[config.mk]
export PLATFORM = sky130hd
export DESIGN_NAME = triangle_face_normal
export DESIGN_NICKNAME = d
export VERILOG_FILES = /design/src/design/tfn_pkg.sv /design/src/design/triangle_face_normal.sv /design/src/design/tfn_mul.sv /design/src/design/tfn_scale.sv
export SDC_FILE = /design/constraint.sdc
export NUM_CORES = 2
export LEC_CHECK = 0
export BUFFER_PORTS_ARGS = -buffer_cell sky130_fd_sc_hd__buf_2
export CORE_ASPECT_RATIO = 1.75
export CORE_MARGIN = 4
export CORE_UTILIZATION = 62
export DETAILED_ROUTE_END_ITERATION = 8
export PLACE_DENSITY = 0.79
export SLEW_MARGIN = 20
export SYNTH_ARGS = -nofsm -noshare
export SYNTH_HDL_FRONTEND = slang
export SYNTH_HIERARCHICAL = 1
export SYNTH_SLANG_ARGS = --single-unit
export TNS_END_PERCENT = 50
[constraint.sdc]
create_clock -name clk -period 11.15 [get_ports clk]
set_input_delay 1.115 -clock clk [delete_from_list [all_inputs] [get_ports clk]]
set_output_delay 1.115 -clock clk [all_outputs]
set_load 0.005 [all_outputs]
[src/design/tfn_pkg.sv]
// Package for triangle_face_normal: types and constants.
// No dependencies.
`default_nettype none
package tfn_pkg;
  localparam int unsigned NORM_ONE = 16384;
  localparam int unsigned RED_BITS = 16;

  typedef enum logic [2:0] {
    ST_IDLE,
    ST_CROSS,
    ST_SCALE,
    ST_EMIT
  } tfn_state_t;

  typedef enum logic [2:0] {
    SC_IDLE,
    SC_M1,
    SC_W1,
    SC_M2,
    SC_W2,
    SC_CMP
  } tfn_scale_state_t;
endpackage
`default_nettype wire

[src/design/triangle_face_normal.sv]
// Top level of the triangle face normal unit.
// Uses tfn_pkg, tfn_mul, tfn_scale.
//
// channel | dir | ports
// in      | in  | in_valid, in_ready, in_component_value
// out     | out | out_valid, out_ready, out_normal_x/y/z, out_degenerate, out_last
// cfg     | in  | cfg_valid, cfg_ready, cfg_data
//
// Components are accepted only while idle. After a triangle's last component the
// input stalls while the cross product (six 33x33 serial products) and three
// serial binary-search scalings (up to 15 steps of two serial products each) run
// on the shift-add multipliers, one in this unit and one in tfn_scale.
// Three items then leave; the next triangle is taken after the third is taken.
// Reset is synchronous, active low; coordinates are not reset.
`default_nettype none
module triangle_face_normal #(
  parameter int unsigned MAX_COMPONENTS = 8
) (
  input  wire logic        clk,
  input  wire logic        rst_n,
  input  wire logic        in_valid,
  output logic             in_ready,
  input  wire logic signed [31:0] in_component_value,
  output logic             out_valid,
  input  wire logic        out_ready,
  output logic signed [15:0] out_normal_x,
  output logic signed [15:0] out_normal_y,
  output logic signed [15:0] out_normal_z,
  output logic             out_degenerate,
  output logic             out_last,
  input  wire logic        cfg_valid,
  output logic             cfg_ready,
  input  wire logic [3:0]  cfg_data
);
  import tfn_pkg::*;
  localparam int unsigned CIW = $clog2(MAX_COMPONENTS);

  tfn_state_t st_r, st_nxt;
  logic [3:0]     cpv_r;
  logic [CIW-1:0] ci_r;
  logic [1:0]     vi_r;
  logic signed [31:0] crd_r [9];
  logic [4:0]     cnt;
  logic           in_acc, vend;

  logic [3:0]  step_r, step_nxt;
  logic [1:0]  ecnt_r, ecnt_nxt;
  logic [65:0] nmag_r [3];
  logic [2:0]  nneg_r;
  logic [65:0] ptmp_r;
  logic        ptneg_r;
  logic [15:0] red_r [3];
  logic [33:0] s_r;
  logic [15:0] fld_r [3];
  logic        degen_r;

  logic        mstart, mdone;
  logic [32:0] ma, mb;
  logic [65:0] mp;
  logic        sstart, sdone;
  logic [14:0] sq;

  logic signed [32:0] e1 [3], e2 [3];
  logic [6:0] blen;
  logic [6:0] kshift;

  assign cnt = (cpv_r < 4'd3) ? 5'd3 :
               (5'(cpv_r) > 5'(MAX_COMPONENTS)) ? 5'(MAX_COMPONENTS) : 5'(cpv_r);
  assign in_ready = (st_r == ST_IDLE);
  assign in_acc = in_valid && in_ready;
  assign vend = (5'(ci_r) + 5'd1) >= cnt;
  assign cfg_ready = 1'b1;

  always_comb begin
    for (int i = 0; i < 3; i++) begin
      e1[i] = 33'(crd_r[3+i]) - 33'(crd_r[i]);
      e2[i] = 33'(crd_r[6+i]) - 33'(crd_r[i]);
    end
  end

  // products of cross term ecnt_r; steps 0-1 first, 2-3 second
  logic signed [32:0] pa, pb;
  always_comb begin
    pa = '0;
    pb = '0;
    case (ecnt_r)
      2'd0: begin pa = step_r[1] ? e1[2] : e1[1]; pb = step_r[1] ? e2[1] : e2[2]; end
      2'd1: begin pa = step_r[1] ? e1[0] : e1[2]; pb = step_r[1] ? e2[2] : e2[0]; end
      default: begin pa = step_r[1] ? e1[1] : e1[0]; pb = step_r[1] ? e2[0] : e2[1]; end
    endcase
  end

  tfn_mul #(.W(33)) u_mul (
    .clk(clk), .rst_n(rst_n), .start(mstart), .a(ma), .b(mb),
    .done(mdone), .p(mp)
  );

  tfn_scale u_scale (
    .clk(clk), .rst_n(rst_n), .start(sstart), .c(red_r[ecnt_r]), .s(s_r),
    .done(sdone), .q(sq)
  );

  always_comb begin
    blen = '0;
    for (int i = 0; i < 66; i++) begin
      if (nmag_r[0][i] || nmag_r[1][i] || nmag_r[2][i]) blen = 7'(i + 1);
    end
  end
  assign kshift = (blen > 7'(RED_BITS)) ? blen - 7'(RED_BITS) : 7'd0;

  // step_r in CROSS: 0 start p, 1 wait p, 2 start r, 3 wait r and combine, 4 next term
  // in SCALE: 0 reduce, 1..3 squares, 4 start, 5 wait, 6 degenerate skip
  always_comb begin
    st_nxt = st_r;
    step_nxt = step_r;
    ecnt_nxt = ecnt_r;
    case (st_r)
      ST_IDLE: if (in_acc && vend && vi_r == 2'd2) begin
        st_nxt = ST_CROSS;
        step_nxt = '0;
        ecnt_nxt = '0;
      end
      ST_CROSS: begin
        case (step_r)
          4'd0, 4'd2: step_nxt = step_r + 4'd1;
          4'd1, 4'd3: if (mdone) step_nxt = step_r + 4'd1;
          default: begin
            step_nxt = '0;
            if (ecnt_r == 2'd2) begin
              ecnt_nxt = '0;
              st_nxt = ST_SCALE;
            end else ecnt_nxt = ecnt_r + 2'd1;
          end
        endcase
      end
      ST_SCALE: begin
        case (step_r)
          4'd0: step_nxt = (blen == 7'd0) ? 4'd6 : 4'd1;
          4'd1, 4'd2, 4'd3: step_nxt = step_r + 4'd1;
          4'd4: step_nxt = 4'd5;
          4'd5: if (sdone) begin
            if (ecnt_r == 2'd2) begin
              st_nxt = ST_EMIT;
              ecnt_nxt = '0;
            end else begin
              ecnt_nxt = ecnt_r + 2'd1;
              step_nxt = 4'd4;
            end
          end
          default: begin
            st_nxt = ST_EMIT;
            ecnt_nxt = '0;
          end
        endcase
      end
      ST_EMIT: if (out_ready) begin
        if (ecnt_r == 2'd2) st_nxt = ST_IDLE;
        ecnt_nxt = ecnt_r + 2'd1;
      end
      default: st_nxt = ST_IDLE;
    endcase
  end

  // cross product terms go through the serial multiplier; the sum of
  // squares uses narrow 16x16 products
  always_comb begin
    mstart = 1'b0;
    ma = '0;
    mb = '0;
    sstart = 1'b0;
    if (st_r == ST_CROSS && (step_r == 4'd0 || step_r == 4'd2)) begin
      mstart = 1'b1;
      ma = pa[32] ? 33'(-pa) : 33'(pa);
      mb = pb[32] ? 33'(-pb) : 33'(pb);
    end
    if (st_r == ST_SCALE && step_r == 4'd4) sstart = 1'b1;
  end

  always_comb begin
    out_valid = (st_r == ST_EMIT);
    out_normal_x = fld_r[0];
    out_normal_y = fld_r[1];
    out_normal_z = fld_r[2];
    out_degenerate = degen_r;
    out_last = (ecnt_r == 2'd2);
  end

  logic pneg_c;
  assign pneg_c = pa[32] ^ pb[32];

  always_ff @(posedge clk) begin
    if (!rst_n) begin
      st_r <= ST_IDLE;
      cpv_r <= 4'd3;
      ci_r <= '0;
      vi_r <= '0;
      step_r <= '0;
      ecnt_r <= '0;
    end else begin
      st_r <= st_nxt;
      step_r <= step_nxt;
      ecnt_r <= ecnt_nxt;
      if (cfg_valid && cfg_ready) cpv_r <= cfg_data;
      if (in_acc) begin
        if (vend) begin
          ci_r <= '0;
          vi_r <= (vi_r == 2'd2) ? 2'd0 : vi_r + 2'd1;
        end else ci_r <= ci_r + 1'b1;
      end
    end
    if (in_acc && ci_r < CIW'(3) && vi_r < 2'd3)
      crd_r[4'(vi_r) * 4'd3 + 4'(ci_r)] <= in_component_value;
    if (st_r == ST_CROSS) begin
      if (step_r == 4'd1 && mdone) begin
        ptmp_r <= mp;
        ptneg_r <= pneg_c;
      end
      if (step_r == 4'd3 && mdone) begin
        if (ptneg_r != pneg_c) begin
          nmag_r[ecnt_r] <= ptmp_r + mp;
          nneg_r[ecnt_r] <= ptneg_r;
        end else if (ptmp_r >= mp) begin
          nmag_r[ecnt_r] <= ptmp_r - mp;
          nneg_r[ecnt_r] <= ptneg_r;
        end else begin
          nmag_r[ecnt_r] <= mp - ptmp_r;
          nneg_r[ecnt_r] <= !ptneg_r;
        end
      end
    end
    if (st_r == ST_SCALE) begin
      case (step_r)
        4'd0: begin
          degen_r <= (blen == 7'd0);
          s_r <= '0;
          for (int i = 0; i < 3; i++) begin
            red_r[i] <= 16'(nmag_r[i] >> kshift);
            fld_r[i] <= '0;
          end
        end
        4'd1, 4'd2, 4'd3:
          s_r <= s_r + 34'(32'(red_r[step_r[1:0] - 2'd1]) *
                           32'(red_r[step_r[1:0] - 2'd1]));
        4'd5: if (sdone)
          fld_r[ecnt_r] <= nneg_r[ecnt_r] ? -16'(sq) : 16'(sq);
        default: ;
      endcase
    end
  end
endmodule
`default_nettype wire

[src/design/tfn_mul.sv]
// Serial shift-add multiplier: one multiplier bit per cycle.
// Uses tfn_pkg.
`default_nettype none
module tfn_mul #(
  parameter int unsigned W = 33
) (
  input  wire logic             clk,
  input  wire logic             rst_n,
  input  wire logic             start,
  input  wire logic [W-1:0]     a,
  input  wire logic [W-1:0]     b,
  output logic                  done,
  output logic [2*W-1:0]        p
);
  import tfn_pkg::*;
  localparam int unsigned CW = $clog2(W + 1);
  logic [2*W-1:0] acc_r, acc_nxt;
  logic [2*W-1:0] mc_r, mc_nxt;
  logic [W-1:0]   mp_r, mp_nxt;
  logic [CW-1:0]  cnt_r, cnt_nxt;
  logic           busy_r, busy_nxt;

  always_comb begin
    acc_nxt = acc_r;
    mc_nxt = mc_r;
    mp_nxt = mp_r;
    cnt_nxt = cnt_r;
    busy_nxt = busy_r;
    if (start) begin
      acc_nxt = '0;
      mc_nxt = {{W{1'b0}}, a};
      mp_nxt = b;
      cnt_nxt = CW'(W);
      busy_nxt = 1'b1;
    end else if (busy_r) begin
      if (mp_r[0]) acc_nxt = acc_r + mc_r;
      mc_nxt = mc_r << 1;
      mp_nxt = mp_r >> 1;
      cnt_nxt = cnt_r - 1'b1;
      if (cnt_r == CW'(1)) busy_nxt = 1'b0;
    end
  end

  always_ff @(posedge clk) begin
    if (!rst_n) begin
      busy_r <= 1'b0;
      cnt_r <= '0;
    end else begin
      busy_r <= busy_nxt;
      cnt_r <= cnt_nxt;
    end
    acc_r <= acc_nxt;
    mc_r <= mc_nxt;
    mp_r <= mp_nxt;
  end

  assign done = busy_r && (cnt_r == CW'(1)) ? 1'b0 : !busy_r;
  assign p = acc_r;
endmodule
`default_nettype wire

[src/design/tfn_scale.sv]
// Bit-serial unit scaler: q = round(16384*c/sqrt(s)) by binary search,
// the compare product formed serially in tfn_mul. Uses tfn_pkg, tfn_mul.
`default_nettype none
module tfn_scale (
  input  wire logic        clk,
  input  wire logic        rst_n,
  input  wire logic        start,
  input  wire logic [15:0] c,
  input  wire logic [33:0] s,
  output logic             done,
  output logic [14:0]      q
);
  import tfn_pkg::*;
  tfn_scale_state_t st_r, st_nxt;
  logic [14:0] lo_r, lo_nxt, hi_r, hi_nxt;
  logic [63:0] tgt_r, tgt_nxt;
  logic [31:0] tsq_r, tsq_nxt;
  logic [14:0] mid;
  logic [15:0] t;
  logic        mstart;
  logic [33:0] ma, mb;
  logic        mdone;
  logic [67:0] mp;
  logic        done_r, done_nxt;

  assign mid = 15'((16'(lo_r) + 16'(hi_r) + 16'd1) >> 1);
  assign t = {mid, 1'b0} - 16'd1;

  tfn_mul #(.W(34)) u_mul (
    .clk(clk), .rst_n(rst_n), .start(mstart), .a(ma), .b(mb),
    .done(mdone), .p(mp)
  );

  always_comb begin
    st_nxt = st_r;
    lo_nxt = lo_r;
    hi_nxt = hi_r;
    tgt_nxt = tgt_r;
    tsq_nxt = tsq_r;
    done_nxt = 1'b0;
    case (st_r)
      SC_IDLE: if (start) begin
        lo_nxt = '0;
        hi_nxt = 15'(NORM_ONE);
        tgt_nxt = {2'b0, 32'(c) * 32'(c), 30'b0};
        st_nxt = SC_CMP;
      end
      SC_CMP: begin
        if (lo_r >= hi_r) begin
          done_nxt = 1'b1;
          st_nxt = SC_IDLE;
        end else st_nxt = SC_M1;
      end
      SC_M1: st_nxt = SC_W1;
      SC_W1: if (mdone) begin
        tsq_nxt = mp[31:0];
        st_nxt = SC_M2;
      end
      SC_M2: st_nxt = SC_W2;
      SC_W2: if (mdone) begin
        if (mp <= {4'b0, tgt_r}) lo_nxt = mid;
        else hi_nxt = mid - 15'd1;
        st_nxt = SC_CMP;
      end
      default: st_nxt = SC_IDLE;
    endcase
  end

  always_comb begin
    mstart = 1'b0;
    ma = '0;
    mb = '0;
    case (st_r)
      SC_M1: begin
        mstart = 1'b1;
        ma = 34'(t);
        mb = 34'(t);
      end
      SC_M2: begin
        mstart = 1'b1;
        ma = 34'(tsq_r);
        mb = s;
      end
      default: mstart = 1'b0;
    endcase
  end

  always_ff @(posedge clk) begin
    if (!rst_n) begin
      st_r <= SC_IDLE;
      done_r <= 1'b0;
    end else begin
      st_r <= st_nxt;
      done_r <= done_nxt;
    end
    lo_r <= lo_nxt;
    hi_r <= hi_nxt;
    tgt_r <= tgt_nxt;
    tsq_r <= tsq_nxt;
  end

  assign done = done_r;
  assign q = lo_r;
endmodule
`default_nettype wire

==> flow_metrics.env <==
export IMPL_reg2reg_from="step_r[1]"
export IMPL_multi_input_area_um2=64700
export IMPL_max_freq_mhz=101
export IMPL_cts_setup_buffers=0
export IMPL_delay_of_the_slowest_cell_on_the_worst_path_ps=760
export IMPL_seq_area_um2=32200
export IMPL_grt_usage_pct=45.7
export IMPL_tritoncts_num_sinks=1152
export IMPL_ys_seq_area_share_pct=31.3
export IMPL_critPathLaunchType="flop"
export IMPL_p_switching_mw=5.72
export IMPL_power_share_sequential_pct=37.0
export IMPL_clk_transition_reported_paths_ps=60
export IMPL_synth_most_common_cell="sky130_fd_sc_hd__nand2_1"
export IMPL_dieHeight_um=547
export IMPL_grt_ovfl_total=0
export IMPL_first_drt_pass_iteration_count=9
export IMPL_timing_final_setup_violations=0
export IMPL_timing_slew_headroom_pct=14.2
export IMPL_setup_worst_path_end="s_r[33]"
export IMPL_io_buffers=92
export IMPL_antenna_found_initial=35
export IMPL_area_delta_synth_final_pct=6.16
export IMPL_detailedPlacementHpwl_um=306000
export IMPL_worstRegToRegCells=31
export IMPL_worstSetupPathType="reg -> reg"
export IMPL_synth_enable_flop_cells=914
export IMPL_viasPerCell=6.98
export IMPL_netlist_top_cells_count="sky130_fd_sc_hd__nand2_1 (1076), sky130_fd_sc_hd__inv_1 (1042), sky130_fd_sc_hd__edfxtp_1 (914), sky130_fd_sc_hd__a21oi_1 (894), sky130_fd_sc_hd__nor2_1 (894)"
export IMPL_synth_seq_cells=1152
export IMPL_rrSetupSlack_ps=1220
export IMPL_max_cap_violations=0
export IMPL_ys_warn_count=6
export IMPL_combinationalPowerShare_pct=37.1
export IMPL_sw_frac_of_total_pct=38.2
export IMPL_worst_slew_pin_transition_ps=1250
export IMPL_number_of_cts_inserted_buffers=107
export IMPL_tritoncts_clock_tree="yes"
export IMPL_unrepaired_setup_endpoints_after_global_routing="no"
export IMPL_max_fanout_on_critical_path=37
export IMPL_top_cell_type_by_total_area_after_synthesis="sky130_fd_sc_hd__edfxtp_1"
export IMPL_crit_start="step_r[1]"
export IMPL_synth_ff_type="sky130_fd_sc_hd__edfxtp_1"
export IMPL_critical_path_most_common_cell="sky130_fd_sc_hd__fa_1"
export IMPL_pin_count=94
export IMPL_clk_path_buf_depth=3
export IMPL_core_region_area_um2=165000
export IMPL_filler_cell_count=13000
export IMPL_end_kind="flop"
export IMPL_min_delay_path_class="reg -> reg"
export IMPL_timing_final_max_slew_violations=0
export IMPL_detail_route_drc_violations=16
export IMPL_floorplan_rows=197
export IMPL_irDropWorstVdd_v=0.000167
export IMPL_clockPowerShare_pct=25.9
export IMPL_grt_first_pass_wirelength_um=592000
export IMPL_cts_htree_levels=3
export IMPL_finalHoldViolations=0
export IMPL_postRouteWirelength_um=402000
export IMPL_initialDrtViolationCount=10100
export IMPL_routed_via_count=94400
export IMPL_cts_resized=0
export IMPL_critical_path_arrival_ps=10460
export IMPL_crit_reg2reg_capture="s_r[33]"
export IMPL_timing_final_crit_share_pct=89.0
export IMPL_synth_cells=11400
export IMPL_power_density_cell_area_nw_per_um2=137
export IMPL_holdBufCountCts=0
export IMPL_die_x_um=316
export IMPL_internal_power_mw=9.24
export IMPL_fin_cells=13500
export IMPL_failed_checks="design-rule violations"
export IMPL_grt_pass1_vias=95500
export IMPL_proportion_of_netlist_area_held_by_the_largest_area_contributor_pct=26.7
export IMPL_antenna_violating_nets_post_route=0
export IMPL_worst_path_max_delay_cell="sky130_fd_sc_hd__ha_2"
export IMPL_root_buffer="sky130_fd_sc_hd__clkbuf_16"
export IMPL_setup_tns_ps=0
export IMPL_period_needed_ps=9930
export IMPL_status="finished, violations left"
export IMPL_yosysUniqueCellTypes=140
export IMPL_async_reset_ff_share_pct=0
export IMPL_grt_max_degree=163
export IMPL_gp_congestion=1.09
export IMPL_fin_skew_ps=67.1
export IMPL_crit_required_ps=11680
export IMPL_postSynthAreaPerCell_um2=9.05
export IMPL_placed_cells=13300
export IMPL_clock_network_latency_to_the_later_pin_of_the_worst_skew_pair_ps=800
export IMPL_dieArea_um2=173000
export IMPL_finish_net_count=12500
export IMPL_p_leak_nw=45.9
export IMPL_synth_area_um2=103000
export IMPL_route_detailed_wl_per_inst_um=29.7
export IMPL_synthTopCellsByArea="sky130_fd_sc_hd__edfxtp_1 (27%), sky130_fd_sc_hd__ha_1 (10%), sky130_fd_sc_hd__fa_1 (7.3%)"
export IMPL_drive_gt1_share_pct=7.85
export IMPL_initial_core_util_pct=62.4
## cell usage in the layout, fill, tap and decap left out, drive strengths merged, types with 292 or more instances in the layout
master / n
fa: 373
nand2: 1080
mux2i: 434
a21oi: 897
inv: 1055
o21ai: 545
nor2: 896
edfxtp: 914
xnor2: 292
ha: 820
## logic make-up after synthesis
logic type      Yosys count  share of synthesized area [%]
mux                     645                           6.57
fa+ha+maj              1193                           17.2
simple gates           3253                           14.8
flops                  1152                           31.3
buf+inv                1568                           6.07
compound gates         3091                           20.0
xor+xnor                458                           3.92
other cells               2                        0.00731
## critical path: cells and delay by family (launching register included)
family                   cells  cell delay, ps
AO/OA/AOI/OAI               12            3620
XOR/XNOR                     1             150
adder cells (fa/ha/maj)      8            3890
buffers and inverters        6             670
flip-flops                   1             630
AND/OR/NAND/NOR              4             680
## registers in the layout, indices dropped and copies added (netlist names), 6 cells and up, named ones only
register,count
crd_r,288
fld_r,48
nmag_r,198
ptmp_r,66
red_r,48
s_r,34
u_mul/cnt_r,6
u_mul/mc_r,66
u_mul/mp_r,33
u_mul/p,66
u_scale/hi_r,15
u_scale/q,15
u_scale/tgt_r,31
u_scale/tsq_r,32
u_scale/u_mul/cnt_r,6
u_scale/u_mul/mc_r,68
u_scale/u_mul/mp_r,34
u_scale/u_mul/p,68
## routing by layer
layer | GRT usage, % | wire length (µm) | vias to the layer above
li1 | - | - | 40800
met1 | 42.7 | 122000 | 45100
met2 | 76.9 | 193000 | 5985
met3 | 12.3 | 34400 | 2486
met4 | 48.6 | 53700 | 14
met5 | 0 | 94 | -
## power by group through the flow
stage	registers, mW	logic (mW)	clock network (mW)
floorplan	5.49	3.90	0
global placement	5.59	5.11	0
detailed placement	5.61	5.29	0
CTS	5.52	5.34	3.86
global route	5.56	5.94	4.05
finish	5.53	5.55	3.88
## worst min-delay path by stage
| stage | start | endpoint | slack, ps | cells past startpoint |
|---|---|---|---|---|
| floorplan | step_r[3] | step_r[3] | 420 | 2 |
| global placement | step_r[3] | step_r[3] | 450 | 2 |
| detailed placement | step_r[3] | step_r[3] | 460 | 2 |
| CTS | step_r[3] | step_r[3] | 470 | 2 |
| global route | step_r[3] | step_r[3] | 490 | 2 |
| finish | step_r[3] | step_r[3] | 480 | 2 |
## per-stage QoR
stage               setup slack [ps]  cell area [µm²]  power (mW)  hold slack (ps)  utilization (%)
floorplan                       1140           103000        9.38              423                -
global placement                1250           105000        10.7              447             63.9
detailed placement              1050           105000        10.9              460             63.9
CTS                              995           109000        14.7              469             66.1
global route                     712           109000        15.5              486             66.2
finish                          1220           109000        15.0              479             66.3
## area by class of cell
type                    instances  share of cell area, %
repair buffers                264                   1.64
flip-flops and latches       1152                   29.5
diodes                         28                 0.0642
clock inverters                69                  0.670
multi-input cells            8643                   59.3
inverters                    1053                   3.63
well taps                    2189                   2.51
clock buffers                 133                   2.64
(Power assumes the default switching activity.)
